**src/rtl/mpfb_pkg.sv**
```systemverilog
// Shared types and constants for the monochrome page framebuffer engine.
package mpfb_pkg;

   localparam int unsigned PAGE_ROWS = 8;

   typedef enum logic [2:0] {
      OP_CLEAR  = 3'd0,
      OP_DRAW   = 3'd1,
      OP_FLIP   = 3'd2,
      OP_FILL   = 3'd3,
      OP_SCROLL = 3'd4,
      OP_READ   = 3'd5,
      OP_RSVD6  = 3'd6,
      OP_RSVD7  = 3'd7
   } op_type;

   typedef enum logic [3:0] {
      ST_IDLE,
      ST_WIPE,
      ST_PIX_RD,
      ST_PIX_WR,
      ST_FILL_RD,
      ST_FILL_WR,
      ST_SCR_RD,
      ST_SCR_WAIT,
      ST_SCR_WR,
      ST_READ,
      ST_RESP
   } state_type;

   // Commands from the controller to the datapath.
   typedef struct packed {
      logic load;        // capture the request transaction
      logic wipe_start;  // reset sweep address
      logic wipe_wr;     // write zero at sweep address, advance
      logic pix_rd;      // read byte at pixel address
      logic pix_wr;      // write modified pixel byte
      logic fill_start;  // reset rectangle counters
      logic fill_rd;     // read byte at rectangle pixel
      logic fill_wr;     // write rectangle pixel, advance counters
      logic scr_start;   // reset scroll counters
      logic scr_rd;      // read source byte(s) for current destination byte
      logic scr_wr;      // write destination byte, advance
      logic rd_issue;    // read byte for the read operation
      logic rd_capture;  // latch read data into the result
      logic clr_result;  // result is zero
   } cmd_type;

   // Status from the datapath to the controller.
   typedef struct packed {
      op_type op;
      logic   wipe_last;
      logic   scroll_wipe;
      logic   fill_empty;
      logic   fill_last;
      logic   scr_last;
      logic   scr_second;  // current destination needs a second source byte
      logic   scr_phase;   // 0: first source read, 1: second
   } stat_type;

endpackage

```
**src/rtl/mpfb_ctrl.sv**
```systemverilog
// Controller state machine sequencing every framebuffer operation.
module mpfb_ctrl (
   input  logic                 clock,
   input  logic                 reset,
   input  logic                 req_tvalid,
   output logic                 req_tready,
   output logic                 rsp_tvalid,
   input  logic                 rsp_tready,
   input  mpfb_pkg::stat_type   stat,
   output mpfb_pkg::cmd_type    cmd
);

   mpfb_pkg::state_type state_ff, state_in;
   logic                rsp_valid_ff, rsp_valid_in;

   always_ff @(posedge clock) begin
      if (reset) begin
         state_ff     <= mpfb_pkg::ST_WIPE;
         rsp_valid_ff <= 1'b0;
      end else begin
         state_ff     <= state_in;
         rsp_valid_ff <= rsp_valid_in;
      end
   end

   assign rsp_tvalid = rsp_valid_ff;
   assign req_tready = (state_ff == mpfb_pkg::ST_IDLE) && !rsp_valid_ff;

   always_comb begin
      state_in     = state_ff;
      rsp_valid_in = rsp_valid_ff;
      cmd          = '0;
      if (rsp_valid_ff && rsp_tready) begin
         rsp_valid_in = 1'b0;
      end
      unique case (state_ff)
         mpfb_pkg::ST_IDLE: begin
            if (req_tvalid && req_tready) begin
               cmd.load = 1'b1;
               state_in = mpfb_pkg::ST_RESP;
            end
         end
         mpfb_pkg::ST_RESP: begin
            cmd.clr_result = 1'b1;
            unique case (stat.op)
               mpfb_pkg::OP_CLEAR: begin
                  cmd.wipe_start = 1'b1;
                  state_in = mpfb_pkg::ST_WIPE;
               end
               mpfb_pkg::OP_DRAW, mpfb_pkg::OP_FLIP: state_in = mpfb_pkg::ST_PIX_RD;
               mpfb_pkg::OP_FILL: begin
                  cmd.fill_start = 1'b1;
                  state_in = mpfb_pkg::ST_FILL_RD;
               end
               mpfb_pkg::OP_SCROLL: begin
                  cmd.wipe_start = 1'b1;
                  cmd.scr_start  = 1'b1;
                  state_in = stat.scroll_wipe ? mpfb_pkg::ST_WIPE : mpfb_pkg::ST_SCR_RD;
               end
               mpfb_pkg::OP_READ: begin
                  cmd.rd_issue = 1'b1;
                  state_in = mpfb_pkg::ST_READ;
               end
               default: begin
                  rsp_valid_in = 1'b1;
                  state_in = mpfb_pkg::ST_IDLE;
               end
            endcase
         end
         mpfb_pkg::ST_WIPE: begin
            cmd.wipe_wr = 1'b1;
            if (stat.wipe_last) begin
               state_in = mpfb_pkg::ST_IDLE;
               rsp_valid_in = (stat.op == mpfb_pkg::OP_CLEAR)
                  || (stat.op == mpfb_pkg::OP_SCROLL);
            end
         end
         mpfb_pkg::ST_PIX_RD: begin
            cmd.pix_rd = 1'b1;
            state_in = mpfb_pkg::ST_PIX_WR;
         end
         mpfb_pkg::ST_PIX_WR: begin
            cmd.pix_wr = 1'b1;
            rsp_valid_in = 1'b1;
            state_in = mpfb_pkg::ST_IDLE;
         end
         mpfb_pkg::ST_FILL_RD: begin
            if (stat.fill_empty) begin
               rsp_valid_in = 1'b1;
               state_in = mpfb_pkg::ST_IDLE;
            end else begin
               cmd.fill_rd = 1'b1;
               state_in = mpfb_pkg::ST_FILL_WR;
            end
         end
         mpfb_pkg::ST_FILL_WR: begin
            cmd.fill_wr = 1'b1;
            if (stat.fill_last) begin
               rsp_valid_in = 1'b1;
               state_in = mpfb_pkg::ST_IDLE;
            end else begin
               state_in = mpfb_pkg::ST_FILL_RD;
            end
         end
         mpfb_pkg::ST_SCR_RD: begin
            cmd.scr_rd = 1'b1;
            state_in = mpfb_pkg::ST_SCR_WAIT;
         end
         mpfb_pkg::ST_SCR_WAIT: begin
            if (stat.scr_second && !stat.scr_phase) begin
               state_in = mpfb_pkg::ST_SCR_RD;
            end else begin
               state_in = mpfb_pkg::ST_SCR_WR;
            end
         end
         mpfb_pkg::ST_SCR_WR: begin
            cmd.scr_wr = 1'b1;
            if (stat.scr_last) begin
               rsp_valid_in = 1'b1;
               state_in = mpfb_pkg::ST_IDLE;
            end else begin
               state_in = mpfb_pkg::ST_SCR_RD;
            end
         end
         mpfb_pkg::ST_READ: begin
            cmd.rd_capture = 1'b1;
            rsp_valid_in = 1'b1;
            state_in = mpfb_pkg::ST_IDLE;
         end
         default: state_in = mpfb_pkg::ST_IDLE;
      endcase
   end

endmodule

```
**config.mk**
```make
export PLATFORM = sky130hd
export DESIGN_NAME = mpfb_ctrl
export DESIGN_NICKNAME = d
export VERILOG_FILES = /design/src/rtl/mpfb_pkg.sv /design/src/rtl/mpfb_ctrl.sv
export SDC_FILE = /design/constraint.sdc
export NUM_CORES = 1
export LEC_CHECK = 0
export BUFFER_PORTS_ARGS = -buffer_cell sky130_fd_sc_hd__buf_2
export CAP_MARGIN = 20
export CORE_MARGIN = 5
export CORE_UTILIZATION = 40
export DETAILED_ROUTE_END_ITERATION = 10
export GPL_TIMING_DRIVEN = 0
export PLACE_DENSITY = 0.73
export SLEW_MARGIN = 20
export SYNTH_ARGS = -nofsm -noshare
export SYNTH_HDL_FRONTEND = slang
export SYNTH_SLANG_ARGS = --single-unit
```
**constraint.sdc**
```tcl
create_clock -name clock -period 3.2 [get_ports clock]
set_input_delay 0.32 -clock clock [delete_from_list [all_inputs] [get_ports clock]]
set_output_delay 0.32 -clock clock [all_outputs]
set_load 0.05 [all_outputs]
```
==> key figures, run 1 <==
GRT
  – GRT Util Overall: between 10% and 20%
  – Overflow after GRT: 0
  – Number of antenna violations at the first check in global routing: 0
  – Largest net degree at the start of global routing: 11
  – Via count of the first global-routing pass: between 600 and 700
  – Global-route wire length before repair: around 2.8 mm

Route
  – DRC violation count after routing: 0
  – Routed wire length per instance: around 13 µm
  – Sum of routed wire segments on met1: slightly above 700 µm
  – Routed via count: between 700 and 800
  – Total wirelength of the detailed-routed design: between 1.5 and 2 mm
  – Met2 Wirelength: about 700 µm
  – First-iteration detailed-routing DRC count: 18
  – DR WL met3: around 190 µm
  – Uppermost metal layer occupied by signal nets: met4
  – Number of optimization iterations in the first detailed-route pass: 4
  – Remaining number of nets flagged by the antenna check after routing: 0
  – Routed vias/inst: 5.71

CTS
  – CTS clk-pin slew, worst paths: ~0.04 ns
  – Clock sinks: 5
  – Clock Tree Root: sky130_fd_sc_hd__clkbuf_4
  – Hold-fix buffer count after cts: 0
  – TritonCTS clock tree: built
  – Clock latency at the later pin of the worst-skew pair: ~0.25 ns
  – Max clock buf depth: 2
  – Cts repair resizes: 0
  – Depth of the CTS H-tree: 1
  – Setup Buffers After CTS: 0
  – TritonCTS buffer count: 3

Timing
  – # setup viols final: 0
  – Hold Violations, Final: 0
  – Final hold slack: 0.297 ns
  – Final count of pins violating max slew: 0
  – Final period util: 63.0%
  – Layout Skew: between 0.0015 and 0.002 ns
  – Max_slew headroom: around 70%
  – Tightest Pin Transition: 0.423 ns
  – Shortest period the worst path allows: 2.02 ns
  – Setup repair after global routing missed its margin: false
  – Fin Setup TNS: 0 ns
  – Achievable clock frequency: 496 MHz

Pwr
  – Power after layout: roughly 0.00022 W
  – Worst IR Drop VDD: 0.187 mV
  – Total leakage power: ~0.37 nW
  – Power per standard cell area: 284 nW/µm²

Worst setup path
  – Type of the setup path with the least slack: register to output pin
  – Setup crit end kind: output pin
  – Worst Path Required: approximately 2.9 ns
  – Largest fanout on the critical path: 10
  – Data arrival time of the critical path: about 1.7 ns
  – Launching element type of the critical path: register

Job
  – Total of max-cap violations: 0

Min path
  – Kind of path behind the tightest hold check: primary input to register

Place
  – Routability Congestion: approximately 0.80
  – # placed instances: between 100 and 150
  – Number of port buffers: 29
  – Post-DP Area: approximately 740 µm²
  – Post-detail-place hpwl: roughly 1.3 mm

Synth
  – Cell accounting for the most synthesized area: sky130_fd_sc_hd__dfxtp_1
  – Proportion of synthesized chip area in sequential cells: 17.4%
  – Number of unique standard cell types used by synthesis: 35
  – Area share of the largest cell type after synthesis: between 15 and 20%
  – Share of flip-flops with an asynchronous set or reset after synthesis: 0%
  – Post-synthesis register bit count: 5
  – Number of standard cells after synthesis: 78
  – Main area contributors after synthesis: sky130_fd_sc_hd__dfxtp_1, sky130_fd_sc_hd__nand2b_1, sky130_fd_sc_hd__nor2_1, sky130_fd_sc_hd__a21o_1, sky130_fd_sc_hd__nor4_1
  – Post-synth net total: just over 90
  – Mean Syn Cell Area: between 7 and 8 µm²
  – Post-synth design cell area: between 500 and 600 µm²
  – EDFF count, synth: 0
  – Main synth FF type: sky130_fd_sc_hd__dfxtp_1
  – Warning count from the yosys run: 0

Final layout
  – Nets@finish: between 100 and 150
  – Storage cell area: approximately 100 µm²
  – Layout cell share with drive strength beyond 1: between 30% and 40%
  – Non-Filler Instances: 126
  – Layout fillers: between 100 and 150
  – ANT cells: 0
  – Top library cells by usage in the layout, fill and taps aside: sky130_fd_sc_hd__buf_2, sky130_fd_sc_hd__nand2b_1, sky130_fd_sc_hd__nor2_1
  – Multi-input logic area: approximately 430 µm²
  – Area Overhead vs Synth: 33.1%
  – Most common cell after layout, fill and taps aside: sky130_fd_sc_hd__buf_2
  – Final standard cell area without fillers: about 760 µm²

Run status
  – Run status: finished, final reports clean

Floorplan
  – Total die area: between 2000 and 2500 µm²
  – Starting density of the core: a little over two fifths
  – Number of I/O pins: 30
  – X dimension of the die: between 40 and 50 µm
  – Chip Height: 47.9 µm
  – Number of cell rows: 13
  – Core footprint: 1330 µm²
==> state kept, by name, indices dropped and copies added (netlist names) <==
register / count
state_ff: 4
rsp_tvalid: 1
==> cell families (layout without fill, tap and decap cells) <==
group	after synthesis	after routing	synth area share, %
AO/OA/AOI/OAI	18	18	22.4
buffers and inverters	8	41	7.84
multiplexers	1	1	1.96
flip-flops	5	5	17.4
AND/OR/NAND/NOR	45	45	48.8
XOR/XNOR	1	1	1.53
==> synth_stat cells, types with 2 or more instances <==
master,count
sky130_fd_sc_hd__nand4_1,2
sky130_fd_sc_hd__nor2_1,8
sky130_fd_sc_hd__a31oi_1,2
sky130_fd_sc_hd__buf_2,3
sky130_fd_sc_hd__a21oi_1,3
sky130_fd_sc_hd__dfxtp_1,5
sky130_fd_sc_hd__nand2b_1,9
sky130_fd_sc_hd__a41oi_1,2
sky130_fd_sc_hd__nor3_1,3
sky130_fd_sc_hd__nor4_1,3
sky130_fd_sc_hd__nand2_1,4
sky130_fd_sc_hd__nor2b_1,2
sky130_fd_sc_hd__o22ai_1,2
sky130_fd_sc_hd__nand3_1,3
sky130_fd_sc_hd__or3_1,2
sky130_fd_sc_hd__or2_2,2
sky130_fd_sc_hd__a21o_1,3
sky130_fd_sc_hd__inv_1,3
==> per-layer routing <==
layer / vias to the layer above / track usage (%)
li1: 356 / -
met1: 318 / 23.0
met2: 41 / 25.3
met3: 4 / 3.76
met4: 0 / 14.5
met5: - / 0
==> area by class of cell <==
type                            count  area share, %
Timing Repair Buffer               29           19.0
Multi-Input combinational cell     65           56.1
Sequential cell                     5           13.1
Inverter                            3           1.47
Clock buffer                        4           3.44
Buffer                              5           4.42
Tap cell                           15           2.45
==> critical path, stage by stage, from the launching register on <==
cell and delay, ns:
sky130_fd_sc_hd__dfxtp_1 0.37, sky130_fd_sc_hd__buf_2 0.21, sky130_fd_sc_hd__or2_2 0.35, sky130_fd_sc_hd__nor4_1 0.21, sky130_fd_sc_hd__buf_2 0.30
==> metrics by stage <==
| stage | setup WS [ns] | util, % |
|---|---|---|
| floorplan | 0.507 | - |
| global placement | 1.48 | 55.3 |
| detailed placement | 1.46 | 55.3 |
| CTS | 1.19 | 57.3 |
| global route | 1.02 | 57.3 |
| finish | 1.18 | 57.3 |
==> worst paths after layout <==
kind | startpoint | endpoint | slack [ns] | depth (start not counted)
setup / recovery | state_ff[2] | cmd[13] | 1.18 | 4
hold / removal | reset | state_ff[2] | 0.30 | 2
setup reg to reg | state_ff[2] | state_ff[0] | 1.78 | 4
hold reg to reg | state_ff[0] | state_ff[1] | 0.66 | 3
==> power breakdown <==
| part | total, W | internal [W] | switching (W) | leakage (nW) |
|---|---|---|---|---|
| clock network | 0.0000746 | 0.0000472 | 0.0000274 | 0.0150 |
| logic | 0.0000756 | 0.0000276 | 0.0000480 | 0.318 |
| registers | 0.0000671 | 0.0000651 | 0.00000198 | 0.0408 |
(Power assumes the default switching activity.)
==> run 2, diff against run 1 <==
Clock period 3.2 ns to 1.9 ns, I/O delays scaled along.
==> run 2 against run 1 <==
Flip-flop and latch count unchanged. Utilization up 3.8 points. Wire length increased by 1.7%. Critical path type unchanged. Critical endpoint unchanged. Highest routed layer is now met3.
==> key figures, run 2 (synthesis gave the netlist of run 1 again) <==
Timing
  – Achievable clock frequency: roughly 540 MHz
  – Tightest Pin Transition: 0.371 ns (-0.0523 ns)
  – # setup viols final: 0 (unchanged)
  – Layout Skew: 0.000176 ns (-0.00150 ns)
  – Hold Violations, Final: 0 (unchanged)
  – Shortest period the worst path allows: between 1.5 and 2 ns
  – Final worst slack: 0.0604 ns (-1.12 ns)
  – Setup repair after global routing missed its margin: false
  – Final period util: 96.8%
  – Final count of pins violating max slew: 0 (unchanged)
  – Final hold slack: 0.168 ns (-0.129 ns)
  – Max_slew headroom: 75.2% (+3.5 points)

Pwr
  – Worst IR Drop VDD: 0.386 mV (+110%)
  – Sequential share of power: 30.8% (about the same)
  – Power share of the clock group: 31.8% (-2.5 points)
  – Design internal power: 0.000240 W (+72%)
  – Total leakage power: 0.386 nW (+3.1%)
  – Proportion of power drawn by combinational gates: 37.4% (+2.6 points)
  – Power per standard cell area: 452 nW/µm² (+59%)
  – Net switching power: 0.000128 W (+66%)
  – Switching power share of the total: 34.8% (-0.79 points)

Route
  – Routed vias/inst: 5.66 (-0.83%)
  – Routed wire length per instance: 13.5 µm (+1.7%)
  – Number of optimization iterations in the first detailed-route pass: 4 (unchanged)
  – Remaining number of nets flagged by the antenna check after routing: 0 (unchanged)
  – DRC violation count after routing: 0 (unchanged)
  – Routed via count: 713 (-0.83%)
  – Total wirelength of the detailed-routed design: 1.70 mm (+1.7%)
  – First-iteration detailed-routing DRC count: 18 (unchanged)

Floorplan
  – Total die area: 2290 µm² (unchanged)
  – Number of I/O pins: 30 (unchanged)
  – X dimension of the die: 47.9 µm (unchanged)
  – Chip Height: 47.9 µm (unchanged)
  – Core footprint: 1330 µm² (unchanged)
  – Starting density of the core: 43.1% (unchanged)
  – Number of cell rows: 13 (unchanged)

GRT
  – Number of antenna violations at the first check in global routing: 0 (unchanged)
  – Largest net degree at the start of global routing: 11 (unchanged)
  – Via count of the first global-routing pass: 648 (+4.2%)
  – GRT Util Overall: 15.5% (-2.5 points)
  – Global-route wire length before repair: 2.60 mm (-6.7%)
  – Overflow after GRT: 0 (unchanged)

Final layout
  – Register with the highest flop count: state_ff
  – Storage cell area: 100 µm² (unchanged)
  – Utilization of the core after routing: 61.2% (+3.8 points)
  – Max reg flops: 4 (unchanged)
  – Area Overhead vs Synth: 42.0%
  – Nets@finish: 126 (unchanged)
  – Layout cell share with drive strength beyond 1: 42.3% (+3.6 points)
  – Layout fillers: 138 (+7.0%)
  – Top library cells by usage in the layout, fill and taps aside: sky130_fd_sc_hd__buf_2, sky130_fd_sc_hd__nand2b_1, sky130_fd_sc_hd__nor2_1
  – Multi-input logic area: 473 µm² (+10%)
  – Most common cell after layout, fill and taps aside: sky130_fd_sc_hd__buf_2
  – ANT cells: 0 (unchanged)

Place
  – Post-detail-place hpwl: 1.37 mm (+7.5%)
  – Routability Congestion: 0.787 (-2.1%)
  – Number of port buffers: 29 (unchanged)
  – Pre-CTS setup slack: 0.252 ns (-1.21 ns)

Run status
  – Run status: finished, final reports clean

Job
  – Total of max-cap violations: 0 (unchanged)

CTS
  – Depth of the CTS H-tree: 1 (unchanged)
  – Clock Tree Root: sky130_fd_sc_hd__clkbuf_4
  – Clock latency at the later pin of the worst-skew pair: 0.23 ns (-0.02 ns)
  – Clock sinks: 5 (unchanged)
  – TritonCTS buffer count: 3 (unchanged)
  – TritonCTS clock tree: built
  – Hold-fix buffer count after cts: 0 (unchanged)
  – CTS clk-pin slew, worst paths: 0.04 ns (about the same)
  – Max clock buf depth: 2 (unchanged)

Worst setup path
  – Worst Path Required: 1.71 ns (-1.17 ns)
  – Launching element type of the critical path: register
  – Cells on worst reg2reg path: 4 (unchanged)
  – Data arrival time of the critical path: 1.65 ns (-0.05 ns)
  – Cell-by-cell listing of the critical path: buf_6 > buf_2 > or2_2 > nor4_4 > buf_4
  – Worst Setup SP: state_ff[0]
  – Critical path's largest stage delay: 0.36 ns (about the same)
  – Reg-to-Reg End: state_ff[0]
  – Register-to-register path setup slack: 0.46 ns (-1.32 ns)
  – Setup crit end kind: output pin
  – Critical-path cell with the highest stage delay: sky130_fd_sc_hd__or2_2
  – Type of the setup path with the least slack: register to output pin
  – Largest fanout on the critical path: 10 (unchanged)
  – Reg2Reg Launch Point: state_ff[2]

Min path
  – Kind of path behind the tightest hold check: primary input to register
  – Capture endpoint of the worst hold path: state_ff[2]
  – Hold path depth: 2 (unchanged)
  – Hold path start: reset
==> run 2: cell count changes in the layout (fill, tap and decap cells not counted), moves of 2 or more <==
| cell | before | now |
|---|---|---|
| sky130_fd_sc_hd__buf_2 | 32 | 29 |
| sky130_fd_sc_hd__clkbuf_4 | 3 | 5 |
| sky130_fd_sc_hd__nor4_1 | 3 | 1 |
| sky130_fd_sc_hd__nor4_4 | 0 | 2 |
==> run 2: routing by layer <==
| layer | track usage (%) | vias to the layer above | share of wire (%) |
|---|---|---|---|
| met5 | 0 | - | 0 |
| met2 | 26.6 | 40 | 46 |
| met4 | 2.15 | 0 | 0 |
| met3 | 5.26 | 0 | 11 |
| met1 | 19.0 | 315 | 43 |
| li1 | - | 358 | - |
==> run 2: cell type report <==
| type | instances | share of cell area, % |
|---|---|---|
| Sequential cell | 5 | 12.3 |
| Tap cell | 15 | 2.30 |
| Inverter | 3 | 1.38 |
| Timing Repair Buffer | 29 | 18.7 |
| Clock buffer | 4 | 3.22 |
| Multi-Input combinational cell | 65 | 58.0 |
| Buffer | 5 | 4.14 |
==> run 2: through the flow <==
| stage | cell area [µm²] | setup TNS, ns | total power (W) | std cells |
|---|---|---|---|---|
| 5_1_grt | 816 | 0 | 0.000393 | 126 |
| 6_report | 816 | 0 | 0.000369 | 126 |
| 3_3_place_gp | 782 | 0 | 0.000249 | 122 |
| 4_1_cts | 811 | 0 | 0.000374 | 126 |
| 2_1_floorplan | 618 | -0.0794 | 0.000210 | 78 |
| 3_5_place_dp | 782 | 0 | 0.000251 | 122 |
==> run 2: worst max-delay path: cells and delay by family, from the launching register on <==
kind                   cells  cell delay [ns]
buffers and inverters      3             0.54
DFF                        1             0.30
and+or+nand+nor            2             0.57
==> run 2: power groups by stage <==
stage / clock, W / sequential, W / combinational (W)
after floorplan: 0 / 0.000119 / 0.0000910
after global placement: 0 / 0.000115 / 0.000134
after detailed placement: 0 / 0.000116 / 0.000136
after CTS: 0.000123 / 0.000114 / 0.000137
after global routing: 0.000131 / 0.000114 / 0.000148
final: 0.000117 / 0.000114 / 0.000138
==> run 2: worst max-delay path by stage <==
stage,to,slack [ns],cells past startpoint
2_1_floorplan,cmd[5],-0.07,4
3_3_place_gp,cmd[13],0.27,5
3_5_place_dp,cmd[13],0.25,5
4_1_cts,cmd[13],0.05,5
5_1_grt,cmd[13],0.003,5
6_report,cmd[13],0.06,5
==> run 2: what timing repair did <==
action | 4_1_cts | 5_1_grt
resized for setup | 1 | 2
endpoints found under the setup margin | 1 | 2
setup buffers | 0 | 0
endpoints found under the hold margin | 0 | 0
pin swaps | 0 | 0
cloned | 0 | 0
==> run 3, diff against run 2 <==
Settings changed: ABC_AREA set to 1, PLACE_DENSITY 0.73 to 0.74, TNS_END_PERCENT set to 5.
==> run 3 against run 2 <==
Synthesized cell count rose by 32%. Global-route usage rose by 0.19 points. Power up 20%. Hold slack lost 0.0074 ns. Largest cell class unchanged. Register-to-register slack gained 0.22 ns. Sequential power increased by 13%. Sequential share of layout area grew 1.4 points.
==> key figures, run 3 <==
Pwr
  – Switching power share of the total: 43.7% (+8.9 points)
  – Worst IR Drop VDD: 0.428 mV (+11%)
  – Total leakage power: 0.428 nW (+11%)
  – Design internal power: 0.000250 W (+4.0%)
  – Power share of the clock group: 25.8% (-6.0 points)
  – Proportion of power drawn by combinational gates: 45.2% (+7.8 points)
  – Net switching power: 0.000194 W (+51%)
  – Power per standard cell area: 607 nW/µm² (+34%)
  – Sequential share of power: 29.1% (-1.7 points)

Place
  – Post-DP Area: 706 µm² (-9.8%)
  – Post-detail-place hpwl: 1.32 mm (-3.4%)
  – Routability Congestion: 0.849 (+8.0%)
  – Number of port buffers: 29 (unchanged)

Floorplan
  – X dimension of the die: 46.6 µm (-2.6%)
  – Number of cell rows: 13 (unchanged)
  – Total die area: 2170 µm² (-5.2%)
  – Starting density of the core: 41.8% (-1.3 points)
  – Number of I/O pins: 30 (unchanged)
  – Core footprint: 1280 µm² (-3.7%)
  – Chip Height: 46.6 µm (-2.6%)

Final layout
  – Final standard cell area without fillers: 732 µm² (-10%)
  – Area Overhead vs Synth: 36.4%
  – Layout cell share with drive strength beyond 1: 34.6% (-7.8 points)
  – Layout fillers: 143 (+3.6%)
  – Top library cells by usage in the layout, fill and taps aside: sky130_fd_sc_hd__buf_2, sky130_fd_sc_hd__nor2_1, sky130_fd_sc_hd__nand2_1
  – Nets@finish: 151 (+20%)
  – Most common cell after layout, fill and taps aside: sky130_fd_sc_hd__buf_2
  – Max reg flops: 4 (unchanged)
  – Register with the highest flop count: state_ff
  – ANT cells: 0 (unchanged)

Synth
  – Post-synth net total: 117 (+27%)
  – Cell accounting for the most synthesized area: sky130_fd_sc_hd__dfxtp_1
  – Top post-synthesis cells by count: sky130_fd_sc_hd__nor2_1, sky130_fd_sc_hd__nand2_1, sky130_fd_sc_hd__inv_1
  – EDFF count, synth: 0 (unchanged)
  – Proportion of synthesized chip area in sequential cells: 18.6% (+1.2 points)
  – Most used standard cell by instance count after synthesis: sky130_fd_sc_hd__nor2_1
  – Number of unique standard cell types used by synthesis: 17 (-51%)
  – Main area contributors after synthesis: sky130_fd_sc_hd__dfxtp_1, sky130_fd_sc_hd__nor2_1, sky130_fd_sc_hd__nand2_1, sky130_fd_sc_hd__inv_1, sky130_fd_sc_hd__nand3_1
  – Xor-xnor portion of the synthesized cell area: 0% (-1.5 points)
  – Multiplexer fraction of the synthesized cell area: 0% (-2.0 points)
  – Adder-cell area share of the yosys netlist: 0% (unchanged)
  – Area share of the largest cell type after synthesis: 18.6% (+1.2 points)
  – Complex-gate fraction of the synthesized area: 8.86% (-14 points)
  – Share of flip-flops with an asynchronous set or reset after synthesis: 0% (unchanged)
  – Mean Syn Cell Area: 5.21 µm² (-29%)
  – Main combinational cell family by area after synthesis: simple AND/OR/NAND/NOR gates
  – Main synth FF type: sky130_fd_sc_hd__dfxtp_1
  – Post-synthesis register bit count: 5 (unchanged)
  – Number of standard cells after synthesis: 103 (+32%)
  – Warning count from the yosys run: 0 (unchanged)
  – Post-synth design cell area: 537 µm² (-6.5%)
  – Share of synthesized cell area in and, or, nand and nor gates: 60.6% (+12 points)

Timing
  – Max_slew headroom: 79.1% (+3.9 points)
  – Shortest period the worst path allows: 1.62 ns (-0.216 ns)
  – Final period util: 85.5% (-11 points)
  – Hold Violations, Final: 0 (unchanged)
  – Final count of pins violating max slew: 0 (unchanged)
  – Tightest Pin Transition: 0.312 ns (-0.0582 ns)
  – Layout Skew: 0.000902 ns (+0.000726 ns)
  – Setup repair after global routing missed its margin: false
  – Achievable clock frequency: 616 MHz (+13%)
  – Final hold slack: 0.161 ns (-0.00736 ns)
  – # setup viols final: 0 (unchanged)

GRT
  – Largest net degree at the start of global routing: 7 (-4)
  – Via count of the first global-routing pass: 675 (+4.2%)
  – Global-route wire length before repair: 2.52 mm (-3.2%)
  – Number of antenna violations at the first check in global routing: 0 (unchanged)
  – Overflow after GRT: 0 (unchanged)
  – GRT Util Overall: 15.7% (+0.19 points)

Job
  – Total of max-cap violations: 0 (unchanged)

Route
  – Total wirelength of the detailed-routed design: 1.47 mm (-14%)
  – Routed vias/inst: 4.81 (-15%)
  – Remaining number of nets flagged by the antenna check after routing: 0 (unchanged)
  – First-iteration detailed-routing DRC count: 14 (-4)
  – DRC violation count after routing: 0 (unchanged)
  – Routed wire length per instance: 9.72 µm (-28%)
  – Routed via count: 726 (+1.8%)
  – Number of optimization iterations in the first detailed-route pass: 4 (unchanged)

CTS
  – TritonCTS buffer count: 3 (unchanged)
  – Clock Tree Root: sky130_fd_sc_hd__clkbuf_4
  – Hold-fix buffer count after cts: 0 (unchanged)
  – Depth of the CTS H-tree: 1 (unchanged)
  – Setup Buffers After CTS: 0 (unchanged)
  – Max clock buf depth: 2 (unchanged)
  – Cts repair resizes: 0 (-1)
  – TritonCTS clock tree: built
  – Clock latency at the later pin of the worst-skew pair: 0.23 ns (about the same)
  – Clock sinks: 5 (unchanged)
  – CTS clk-pin slew, worst paths: 0.04 ns (about the same)

Worst setup path
  – Critical-path cell with the highest stage delay: sky130_fd_sc_hd__dfxtp_1
  – WP depth: 5 (unchanged)
  – Top Family by Delay on Critical Path: simple AND/OR/NAND/NOR gates
  – Setup crit end kind: output pin
  – Cells on worst reg2reg path: 7 (+3)
  – Data arrival time of the critical path: 1.43 ns (-0.22 ns)
  – Number of buffer and inverter instances along the worst setup path: 2 (-1)
  – Cell-by-cell listing of the critical path: inv_2 > nor2_1 > nand2_1 > nor3_1 > buf_2
  – Critical path's largest stage delay: 0.40 ns (+0.04 ns)
  – Launching element type of the critical path: register
  – Worst Path Required: 1.71 ns (about the same)
  – Type of the setup path with the least slack: register to output pin
  – Largest fanout on the critical path: 6 (-4)

Min path
  – Hold path depth: 2 (unchanged)
  – Kind of path behind the tightest hold check: primary input to register

Run status
  – Run status: finished, final reports clean
## run 3: cell count changes in the layout (fill, tap and decap cells not counted), moves of 4 or more
cell                       change
sky130_fd_sc_hd__nand2b_1      -9
sky130_fd_sc_hd__inv_1         +8
sky130_fd_sc_hd__nand2_1      +20
sky130_fd_sc_hd__nand2_2       +5
sky130_fd_sc_hd__inv_2         +6
sky130_fd_sc_hd__o21ai_1       +4
sky130_fd_sc_hd__nor2_1       +17
sky130_fd_sc_hd__nand3_1       +4
## run 3: kinds of logic (layout without fill, tap and decap cells)
group           Yosys count  count (layout)
compound gates            9               9
buf+inv                  17              50
flops                     5               5
simple gates             72              72
## run 3: worst register-to-register path, cell delays in order, from the launching register on
cell                       delay, ns
sky130_fd_sc_hd__dfxtp_1        0.41
sky130_fd_sc_hd__inv_2          0.08
sky130_fd_sc_hd__nand2_1        0.11
sky130_fd_sc_hd__nor2_1         0.07
sky130_fd_sc_hd__nand2_2        0.07
sky130_fd_sc_hd__inv_2          0.04
sky130_fd_sc_hd__nor3_1         0.22
sky130_fd_sc_hd__nand3b_1       0.10
## run 3: path summary, 6_finish.rpt
path	from	end	slack, ns
min reg2reg	rsp_tvalid	rsp_tvalid	0.69
max	state_ff[3]	cmd[5]	0.28
max reg2reg	state_ff[0]	state_ff[0]	0.68
min	reset	state_ff[3]	0.16
## run 3: power by group through the flow
stage / Clock, W / Sequential (W) / Combinational (W)
after floorplan: 0 / 0.000138 / 0.000141
after global placement: 0 / 0.000130 / 0.000200
after detailed placement: 0 / 0.000131 / 0.000201
after CTS: 0.000119 / 0.000129 / 0.000202
after global routing: 0.000127 / 0.000131 / 0.000223
final: 0.000115 / 0.000129 / 0.000201
## run 3: metrics by stage
stage	instances	setup TNS, ns	utilization [%]	worst slack, ns	total power [W]
after detailed placement	147	0	54.9	0.533	0.000332
after floorplan	103	-0.0333	-	-0.0333	0.000279
after global routing	151	0	57.0	0.132	0.000482
after CTS	151	0	57.0	0.281	0.000450
after global placement	147	0	54.9	0.536	0.000330
final	151	0	57.0	0.276	0.000444
## run 3: layout make-up
class | count | area, µm² | area share [%]
clock buffer | 4 | 26.3 | 3.59
inverter | 17 | 63.8 | 8.72
multi-input combinational | 81 | 378 | 51.6
sequential | 5 | 100 | 13.7
tap | 15 | 18.8 | 2.56
timing repair buffer | 29 | 145 | 19.8
## run 3: layer usage
layer / vias up / track usage, % / part of all wire (%)
met2: 26 / 26.9 / 50
li1: 389 / - / -
met3: 0 / 2.34 / 8.5
met5: - / 0 / 0
met4: 0 / 3.87 / 0
met1: 311 / 20.3 / 42
